==> config.mk <==
export PLATFORM = sky130hd
export DESIGN_NAME = temperature_band_hysteresis_classifier
export DESIGN_NICKNAME = d
export VERILOG_FILES = /design/src/design/tbhc_pkg.sv /design/src/design/temperature_band_hysteresis_classifier.sv
export SDC_FILE = /design/constraint.sdc
export NUM_CORES = 1
export LEC_CHECK = 0
export BUFFER_PORTS_ARGS = -buffer_cell sky130_fd_sc_hd__buf_2
export CAP_MARGIN = 20
export CORE_MARGIN = 5
export CORE_UTILIZATION = 30
export CTS_BUF_LIST = sky130_fd_sc_hd__clkbuf_8
export DETAILED_ROUTE_END_ITERATION = 8
export GPL_ROUTABILITY_DRIVEN = 0
export SYNTH_ARGS = -nofsm -noshare
export SYNTH_HDL_FRONTEND = slang
export SYNTH_SLANG_ARGS = --single-unit
==> constraint.sdc <==
create_clock -name i_clk -period 12.7 [get_ports i_clk]
set_input_delay 0 -clock i_clk [delete_from_list [all_inputs] [get_ports i_clk]]
set_output_delay 0 -clock i_clk [all_outputs]
set_load 0.05 [all_outputs]
==> src/design/tbhc_pkg.sv <==
package tbhc_pkg;

    // number of bands in use, clamped to at least 2 and at most the defined table
    localparam int BAND_COUNT  = 7;
    localparam int TABLE_BANDS = 7;
    localparam int NBANDS      = (BAND_COUNT > TABLE_BANDS) ? TABLE_BANDS :
                                 ((BAND_COUNT < 2) ? 2 : BAND_COUNT);

    typedef logic signed [11:0] t_temp;
    typedef logic [2:0]         t_band;
    typedef logic [7:0]         t_deadband;

    typedef struct packed {
        logic [7:0] red;
        logic [7:0] green;
        logic [7:0] blue;
    } t_rgb;

    localparam t_band TOP_BAND = t_band'(NBANDS - 1);

    // heat and cool thresholds in tenths of a degree
    localparam t_temp HEAT_TENTHS [TABLE_BANDS] = '{
        12'sd0, 12'sd350, 12'sd620, 12'sd710, 12'sd770, 12'sd820, 12'sd860
    };
    localparam t_temp COOL_TENTHS [TABLE_BANDS] = '{
        -12'sd500, 12'sd250, 12'sd550, 12'sd680, 12'sd740, 12'sd790, 12'sd840
    };

    // fixed colour of each band
    function automatic t_rgb band_colour(input t_band b);
        t_rgb c;
        case (b)
            3'd0:    c = '{red: 8'd255, green: 8'd0,   blue: 8'd255};
            3'd1:    c = '{red: 8'd0,   green: 8'd0,   blue: 8'd255};
            3'd2:    c = '{red: 8'd100, green: 8'd200, blue: 8'd255};
            3'd3:    c = '{red: 8'd0,   green: 8'd255, blue: 8'd255};
            3'd4:    c = '{red: 8'd0,   green: 8'd255, blue: 8'd0};
            3'd5:    c = '{red: 8'd255, green: 8'd210, blue: 8'd0};
            default: c = '{red: 8'd255, green: 8'd0,   blue: 8'd0};
        endcase
        return c;
    endfunction

endpackage

==> src/design/temperature_band_hysteresis_classifier.sv <==
// channel  | direction | handshake            | payload
// ---------+-----------+----------------------+-------------------------------------
// sample   | in        | i_valid / o_stall    | i_temperature_tenths
// result   | out       | o_valid / i_stall    | o_band_index, o_red/green/blue,
//          |           |                      | o_rising, o_accepted
// config   | in        | i_cfg_we             | i_cfg_wdata (dead-band, tenths)
//
// one word per cycle while the result side does not stall; an accepted sample passes
// through the input register, then the band decision into the result register
// band state is updated as a word moves into the result register, so each word sees
// the state left by the one before it
// reset is synchronous, active low: dead-band 1, band 0, falling, last sample 0
// a stall on the result side holds the result register and then the input register
module temperature_band_hysteresis_classifier (
    input  logic                   i_clk,
    input  logic                   i_rst_n,
    input  logic                   i_cfg_we,
    input  tbhc_pkg::t_deadband    i_cfg_wdata,
    input  logic                   i_valid,
    output logic                   o_stall,
    input  tbhc_pkg::t_temp        i_temperature_tenths,
    output logic                   o_valid,
    input  logic                   i_stall,
    output tbhc_pkg::t_band        o_band_index,
    output logic [7:0]             o_red,
    output logic [7:0]             o_green,
    output logic [7:0]             o_blue,
    output logic                   o_rising,
    output logic                   o_accepted
);
    import tbhc_pkg::*;

    t_deadband r_deadband;
    logic      r_in_vld;
    t_temp     r_in_temp;
    logic      r_out_vld;
    t_temp     r_last_temp;
    t_band     r_band;
    logic      r_rising;
    logic      r_accepted;
    t_rgb      r_rgb;

    logic               advance;
    logic signed [12:0] diff;
    logic [12:0]        mag;
    logic               acc;
    logic               n_rising;
    t_band              heat_cnt;
    t_band              cool_cnt;
    t_band              moved_band;
    t_band              n_band;

    // flow control between the two registers
    assign advance = !r_out_vld || !i_stall;
    assign o_stall = r_in_vld && !advance;

    // dead-band test against the last accepted sample
    always_comb begin
        diff     = 13'(r_in_temp) - 13'(r_last_temp);
        mag      = diff[12] ? 13'(-diff) : 13'(diff);
        acc      = mag > 13'(r_deadband);
        n_rising = acc ? (r_in_temp > r_last_temp) : r_rising;
    end

    // thresholds passed by the sample, counted above band 0
    always_comb begin
        heat_cnt = '0;
        cool_cnt = '0;
        for (int k = 1; k < NBANDS; k++) begin
            if (r_in_temp >= HEAT_TENTHS[k]) begin
                heat_cnt = heat_cnt + 3'd1;
            end
            if (r_in_temp > COOL_TENTHS[k]) begin
                cool_cnt = cool_cnt + 3'd1;
            end
        end
    end

    // band: 0 below zero, top at top heat, else climb to heat or drop to cool count
    always_comb begin
        if (r_in_temp < 0) begin
            moved_band = '0;
        end else if (r_in_temp >= HEAT_TENTHS[NBANDS - 1]) begin
            moved_band = TOP_BAND;
        end else if (n_rising) begin
            moved_band = (heat_cnt > r_band) ? heat_cnt : r_band;
        end else begin
            moved_band = (cool_cnt < r_band) ? cool_cnt : r_band;
        end
        n_band = acc ? moved_band : r_band;
    end

    // configuration register
    always_ff @(posedge i_clk) begin
        if (!i_rst_n) begin
            r_deadband <= 8'd1;
        end else if (i_cfg_we) begin
            r_deadband <= i_cfg_wdata;
        end
    end

    // input register
    always_ff @(posedge i_clk) begin
        if (!i_rst_n) begin
            r_in_vld <= 1'b0;
        end else if (!o_stall) begin
            r_in_vld <= i_valid;
        end
    end

    always_ff @(posedge i_clk) begin
        if (!o_stall && i_valid) begin
            r_in_temp <= i_temperature_tenths;
        end
    end

    // band state and result register
    always_ff @(posedge i_clk) begin
        if (!i_rst_n) begin
            r_out_vld   <= 1'b0;
            r_last_temp <= '0;
            r_band      <= '0;
            r_rising    <= 1'b0;
        end else if (advance) begin
            r_out_vld <= r_in_vld;
            if (r_in_vld) begin
                r_band   <= n_band;
                r_rising <= n_rising;
                if (acc) begin
                    r_last_temp <= r_in_temp;
                end
            end
        end
    end

    always_ff @(posedge i_clk) begin
        if (advance && r_in_vld) begin
            r_accepted <= acc;
            r_rgb      <= band_colour(n_band);
        end
    end

    assign o_valid      = r_out_vld;
    assign o_band_index = r_band;
    assign o_red        = r_rgb.red;
    assign o_green      = r_rgb.green;
    assign o_blue       = r_rgb.blue;
    assign o_rising     = r_rising;
    assign o_accepted   = r_accepted;

endmodule
==> results by group, run 1 <==
Drt
  – Vias per Instance: 5.19
  – Via count: 3906
  – Drt first pass iters: 5
  – Post-DR wirelength/cell: 14.1 µm
  – DRC violation total after the first TritonRoute iteration: between 150 and 200
  – Routed Wire Length: between 10000 and 15000 µm
  – Antenna-violating nets left: 0
  – Number of remaining DRC errors: 0

STA
  – Slew HR: 32.8%
  – Max Slew Vio Count: 0
  – Max Fclk: roughly 0.15 GHz
  – Tcrit/Tclk final: roughly half
  – Clock skew: approximately 6.3 ps
  – Fin crit period: approximately 6500 ps
  – Worst slew pin tran: about 1000 ps
  – Fin. Hold Viols: 0
  – Final setup fails: 0
  – RSZ-0062 raised after global routing: false
  – TNS Setup: 0 ps

Clock tree
  – Clk root buf: clkbuf_8
  – CTS buffer count: 5
  – Post-CTS sizing: 0
  – Reg clk slew, reported paths: around 90 ps
  – Latest clock arrival within the worst-skew pair: ~300 ps
  – Cts hold-fix bufs: 23
  – Sink Count: 46
  – CTS tree: built
  – Post-CTS setup buffer count: 0
  – CTS H-tree depth: 2
  – Clk buf depth: 2

Power
  – Maximum vdd drop: 0.0403 mV
  – Total design power: ~560 µW
  – Pleak: ~0.0020 µW
  – PwrDens: between 100 and 150 mW/mm²

Cells and area
  – Syn-to-layout area delta: 12.9%
  – Most frequent cells in the layout: 56 x buf_2, 44 x nor2_1, 43 x inv_1
  – Number of fill cells: around 1500
  – Antenna diode count: 0
  – Most common cell after layout, fill and taps aside: buf_2
  – Layout net count: 630
  – Fraction of layout cells with a size suffix above 1: between 10% and 20%

Placed design
  – I/O Buffers: 55
  – Hpwl dp: slightly above 8000 µm

Floorplanning
  – Core Box Area: about 0.015 mm²
  – Number of I/O pins: between 50 and 60
  – Chip width: about 130 µm
  – Die Y: 132 µm
  – Starting Density: a little under a third
  – Die area: between 0.015 and 0.02 mm²
  – Rows: 44

Flow run
  – Maxcap violations: 0

Worst hold path
  – HP Class: in2reg

Logic synthesis
  – Share of the synthesized area in the top cell type: a little over an eighth
  – Synth Flop Type: dfxtp_1
  – Register area share after synthesis: ~25%
  – Mean Syn Cell Area: between 8 and 9 µm²
  – Synth top area cells: edfxtp_1 14%, dfxtp_1 12%, ha_1 10%, mux2i_1 6.3%, nor2_1 3.7%
  – Cell count after synthesis: roughly 520
  – Dominant cell type by area after synthesis: edfxtp_1
  – Synth warnings: 0
  – EDFF count, synth: 20
  – Netlist cell types: 81
  – Async SR Flop Fraction: 0%
  – Synth Cell Area: 0.00444 mm²
  – Net Count, Synth: about 580
  – Seq cells post-synth: 46

Setup path
  – Crit end category: flip-flop
  – Setup Crit Path Kind: reg2reg
  – Worst Path Required: around 13000 ps
  – Kind of start point of the critical path: flip-flop
  – Worst Path Arrival: ~6500 ps
  – Crit Path Max Fanout: 19

Global routing
  – GRT Util Overall: 12.1%
  – Remaining Overflow, GRT: 0
  – First-pass GRT wire length: roughly 18000 µm
  – Vias in the first global route: around 3800
  – Largest net degree at the start of global routing: 26
  – Initial antenna violation count: 0

Run status
  – Status: completed
-- path summary, 6_finish.rpt --
| kind | to | from | slack (ps) | depth (start not counted) |
|---|---|---|---|---|
| worst max-delay path | o_green[5] | r_in_temp[11] | 6230 | 24 |
| worst min-delay path | r_deadband[3] | i_cfg_we | 130 | 3 |
| worst min register to register | r_last_temp[9] | r_last_temp[9] | 500 | 2 |
| worst max register to register | o_green[5] | r_in_temp[11] | 6230 | 24 |
-- cell families after synthesis --
family / synth area share [%]
adder cells (fa/ha/maj): 10.9
AND/OR/NAND/NOR: 19.0
flip-flops: 25.2
AO/OA/AOI/OAI: 21.7
XOR/XNOR: 5.13
buffers and inverters: 9.66
multiplexers: 8.39
-- metrics by stage --
stage	instance area [µm²]	util [%]	cells	worst slack [ps]	hold slack, ps
floorplan	4440	-	519	6890	61.9
global placement	4690	32.3	720	6660	182
detailed placement	4700	32.3	721	6350	178
CTS	5020	34.5	752	6330	129
global route	5020	34.5	752	5660	135
finish	5020	34.5	752	6230	133
-- routing by layer --
metal  GRT usage [%]  share of wire [%]  vias to the layer above
met5               0                  0                        -
met4            3.43                1.9                        0
met3            3.02                6.6                       21
met2            18.6                 43                      119
met1            16.9                 48                     1798
li1                -                  -                     1968
-- flip-flops by register name (all words and copies together), names as in the netlist, 2 cells and up --
signal	cells
o_band_index	3
o_red	2
r_in_temp	12
o_green	4
r_deadband	8
r_last_temp	12
-- critical path: stages, from the launching register on --
cell	delay [ps]
edfxtp_1	690
nand4bb_1	500
o32ai_1	690
nor2_1	80
a21oi_1	190
ha_1	260
mux2_2	280
ha_1	270
mux2i_1	350
inv_1	100
ha_1	200
nand2_1	70
xor2_1	190
xnor2_1	220
ha_1	310
o21ai_0	80
inv_1	70
o21a_1	210
and2_1	200
a211oi_1	340
a211oi_2	110
nor2_1	240
or2_1	200
mux2i_1	100
mux2_2	260
-- cell usage after synthesis (3+ instances only) --
cell	count
nor2_1	44
inv_1	42
ha_1	37
a21oi_1	30
nand2_1	30
mux2i_1	28
dfxtp_1	26
nand3_1	21
edfxtp_1	20
xnor2_1	18
buf_4	17
clkbuf_1	14
nor3_1	12
o21ai_0	12
o211ai_1	9
a211oi_1	8
o21a_1	8
xor2_1	8
and2_1	7
a211o_1	6
mux2_2	6
nand4_1	6
a21o_1	5
nand2b_1	5
nor2b_1	5
nor4_1	5
a21boi_0	4
buf_6	4
o2111ai_1	4
or4b_1	4
a2111oi_0	3
a21oi_2	3
and3_1	3
buf_2	3
or2_2	3
-- final cells by class --
| cell class | count | area [µm²] | area share, % |
|---|---|---|---|
| multi-input combinational | 389 | 2890 | 57.6 |
| sequential | 46 | 1120 | 22.3 |
| timing repair buffer | 80 | 518 | 10.3 |
| tap | 184 | 230 | 4.59 |
| inverter | 45 | 169 | 3.37 |
| clock buffer | 5 | 68.8 | 1.37 |
| clock inverter | 3 | 17.5 | 0.349 |
-- report_power, final --
part	leakage, µW	switching, µW	internal (µW)
sequential	0.000402	13.0	167
combinational	0.00159	174	113
clock	0.0000493	49.7	38.1
total	0.00204	237	318
Note: power is estimated with default switching activity, not from simulation.
==> inputs of run 2 (changes only) <==
clock period = 5.9 ns   (was 12.7 ns; I/O delays follow)
==> run 2 against run 1 <==
Against the previous run: global-route usage rose by 0.41 points; flip-flop and latch count did not move; fmax rose by 15%; cell area rose by 9.2%; critical path type unchanged; clock skew rose by 4.6 ps.
==> results by group, run 2 (same netlist as run 1, synthesis figures left out) <==
Cells and area
  – Syn-to-layout area delta: 23.4% (was 12.9%)
  – Most common cell after layout, fill and taps aside: buf_2 (unchanged)
  – Most frequent cells in the layout: 56 x buf_2, 42 x inv_1, 41 x nor2_1 (was 56 x buf_2, 44 x nor2_1, 43 x inv_1)
  – Layout net count: 666 (was 630)
  – Leading registers by flop count: r_in_temp: 12 flops, r_last_temp: 12 flops, r_deadband: 8 flops (unchanged)
  – Antenna diode count: 0 (unchanged)
  – Fraction of layout cells with a size suffix above 1: 25.7% (was 16.9%)
  – Layout Cells excl Fill: 788 (was 752)

Global routing
  – Largest net degree at the start of global routing: 26 (unchanged)
  – Remaining Overflow, GRT: 0 (unchanged)
  – M3 GR Usage: 3.02% (unchanged)
  – Global route hottest layer: met2 (unchanged)
  – Vias in the first global route: 3826 (was 3836)
  – GRT Util Overall: 12.5% (was 12.1%)
  – Grt met1 use: 17.3% (was 16.9%)
  – Initial antenna violation count: 0 (unchanged)
  – First-pass GRT wire length: 18600 µm (was 18300 µm)
  – Global Route met2 Usage: 19.8% (was 18.6%)

Floorplanning
  – Die area: 0.0173 mm² (unchanged)
  – Die Y: 132 µm (unchanged)
  – Core Box Area: 0.0145 mm² (unchanged)
  – Rows: 44 (unchanged)
  – Starting Density: 30.6% (unchanged)
  – Number of I/O pins: 56 (unchanged)
  – Chip width: 132 µm (unchanged)

Power
  – Maximum vdd drop: 0.111 mV (was 0.0403 mV)
  – Pleak: 0.00226 µW (was 0.00204 µW)
  – PwrDens: 233 mW/mm² (was 111 mW/mm²)

Setup path
  – Worst r2r src: r_in_temp[4] (was r_in_temp[11])
  – Setup Crit Path Kind: reg2reg (unchanged)
  – Reg2Reg Setup Slack: 270 ps (was 6230 ps)
  – R2r worst-path depth: 25 (was 24)
  – Crit end category: flip-flop (unchanged)
  – Worst Path Arrival: 5810 ps (was 6530 ps)
  – Kind of start point of the critical path: flip-flop (unchanged)
  – Worst Path Required: 6080 ps (was 12760 ps)
  – Reg-to-reg endpoint: o_green[4] (was o_green[5])
  – Crit Path Max Fanout: 7 (was 19)

Placed design
  – Placed Instances: 740 (was 721)
  – Hpwl dp: 8530 µm (was 8250 µm)
  – I/O Buffers: 55 (unchanged)

Clock tree
  – CTS H-tree depth: 2 (unchanged)
  – Latest clock arrival within the worst-skew pair: 320 ps (was 300 ps)
  – Clk buf depth: 2 (unchanged)
  – CTS buffer count: 5 (unchanged)
  – Reg clk slew, reported paths: 100 ps (was 90 ps)
  – Sink Count: 46 (unchanged)
  – CTS tree: built (unchanged)
  – Clk root buf: clkbuf_8 (unchanged)

Worst hold path
  – HP Class: in2reg (unchanged)
  – WHS Path Cells: 3 (unchanged)
  – WHS Endpoint: r_deadband[4] (was r_deadband[3])
  – Min-Delay Startpoint: i_cfg_we (unchanged)

Run status
  – Status: completed (unchanged)

STA
  – Final setup fails: 0 (unchanged)
  – Fin crit period: 5630 ps (was 6470 ps)
  – Max Slew Vio Count: 0 (unchanged)
  – Minimum hold slack: 102 ps (was 133 ps)
  – Fin. Hold Viols: 0 (unchanged)
  – Slew HR: 40.0% (was 32.8%)
  – Max Fclk: 0.178 GHz (was 0.155 GHz)
  – Worst slew pin tran: 897 ps (was 1010 ps)
  – Clock skew: 11.0 ps (was 6.32 ps)
  – Tcrit/Tclk final: 95.5% (was 51.0%)

Drt
  – Drt first pass iters: 4 (was 5)
  – Post-DR wirelength/cell: 14.5 µm (was 14.1 µm)
  – Via count: 4059 (was 3906)
  – Routed Wire Length: 11400 µm (was 10600 µm)
  – DRC violation total after the first TritonRoute iteration: 232 (was 167)
  – Vias per Instance: 5.15 (was 5.19)
  – Number of remaining DRC errors: 0 (unchanged)
  – Antenna-violating nets left: 0 (unchanged)

Flow run
  – Maxcap violations: 0 (unchanged)
==> run 2: changes by cell type in the layout (fill, tap and decap cells not counted), sizes merged <==
cell,delta
clkinvlp,+1
clkinv,-1
buf,+36
==> run 2: final cells by class <==
cell class	count	area [µm²]
clock buffer	5	68.8
clock inverter	3	25.0
fill	1468	9050
inverter	45	169
multi-input combinational	389	3050
sequential	46	1120
tap	184	230
timing repair buffer	116	811
==> run 2: repair_timing <==
item                                    CTS  global route
hold endpoints to repair                 23             0
endpoints found under the setup margin    4             9
hold buffers                             23             0
resized for setup                         1            39
buffers inserted                          0            17
pin swaps                                 0            17
==> run 2: how the worst max path moves through the flow <==
| stage | endpoint | cells past startpoint | from | slack [ps] |
|---|---|---|---|---|
| 2_1_floorplan | o_green[5] | 26 | r_in_temp[6] | 90 |
| 3_3_place_gp | o_green[4] | 23 | r_in_temp[10] | 30 |
| 3_5_place_dp | o_green[4] | 23 | r_in_temp[6] | -40 |
| 4_1_cts | o_green[5] | 25 | r_in_temp[7] | 80 |
| 5_1_grt | o_green[4] | 25 | r_in_temp[4] | -50 |
| 6_report | o_green[4] | 25 | r_in_temp[4] | 270 |
==> run 2: worst max-delay path, cell delays in order, from the launching register on <==
cell and delay, ps:
edfxtp_1 530, buf_6 190, or4b_4 540, nor4_4 360
buf_4 180, a211o_1 100, nand3_2 110, ha_4 260
mux2i_2 170, inv_1 70, ha_1 260, nand2_1 60
o21ai_2 70, ha_2 180, nand2_1 50, xor2_1 180
xnor2_1 220, ha_1 300, o21ai_2 80, nand2_1 70
a211o_1 300, a22o_1 240, a211o_1 320, or2_1 270
mux2_2 270, mux2i_1 110
==> run 2: metrics by stage <==
step           power [µW]  cell area (µm²)  TNS (ps)  setup WS [ps]  util, %
2_1_floorplan         892             4440         0           85.2        -
3_3_place_gp          992             4840         0           27.7     33.3
3_5_place_dp         1010             4840     -35.6          -35.6     33.3
4_1_cts              1240             5170         0           81.2     35.6
5_1_grt              1370             5480     -89.7          -49.0     37.7
6_report             1280             5480         0            267     37.7
==> run 2: routing by layer <==
layer,wire (µm),share of wire [%]
met1,5520,48
met3,615,5.4
met2,5160,45
met5,0,0
met4,128,1.1
==> run 2: power by group <==
part           switching, µW  total (µW)  internal, µW
logic                    404         690           285
clock network            124         209          85.7
registers               19.0         379           360
total                    547        1280           731
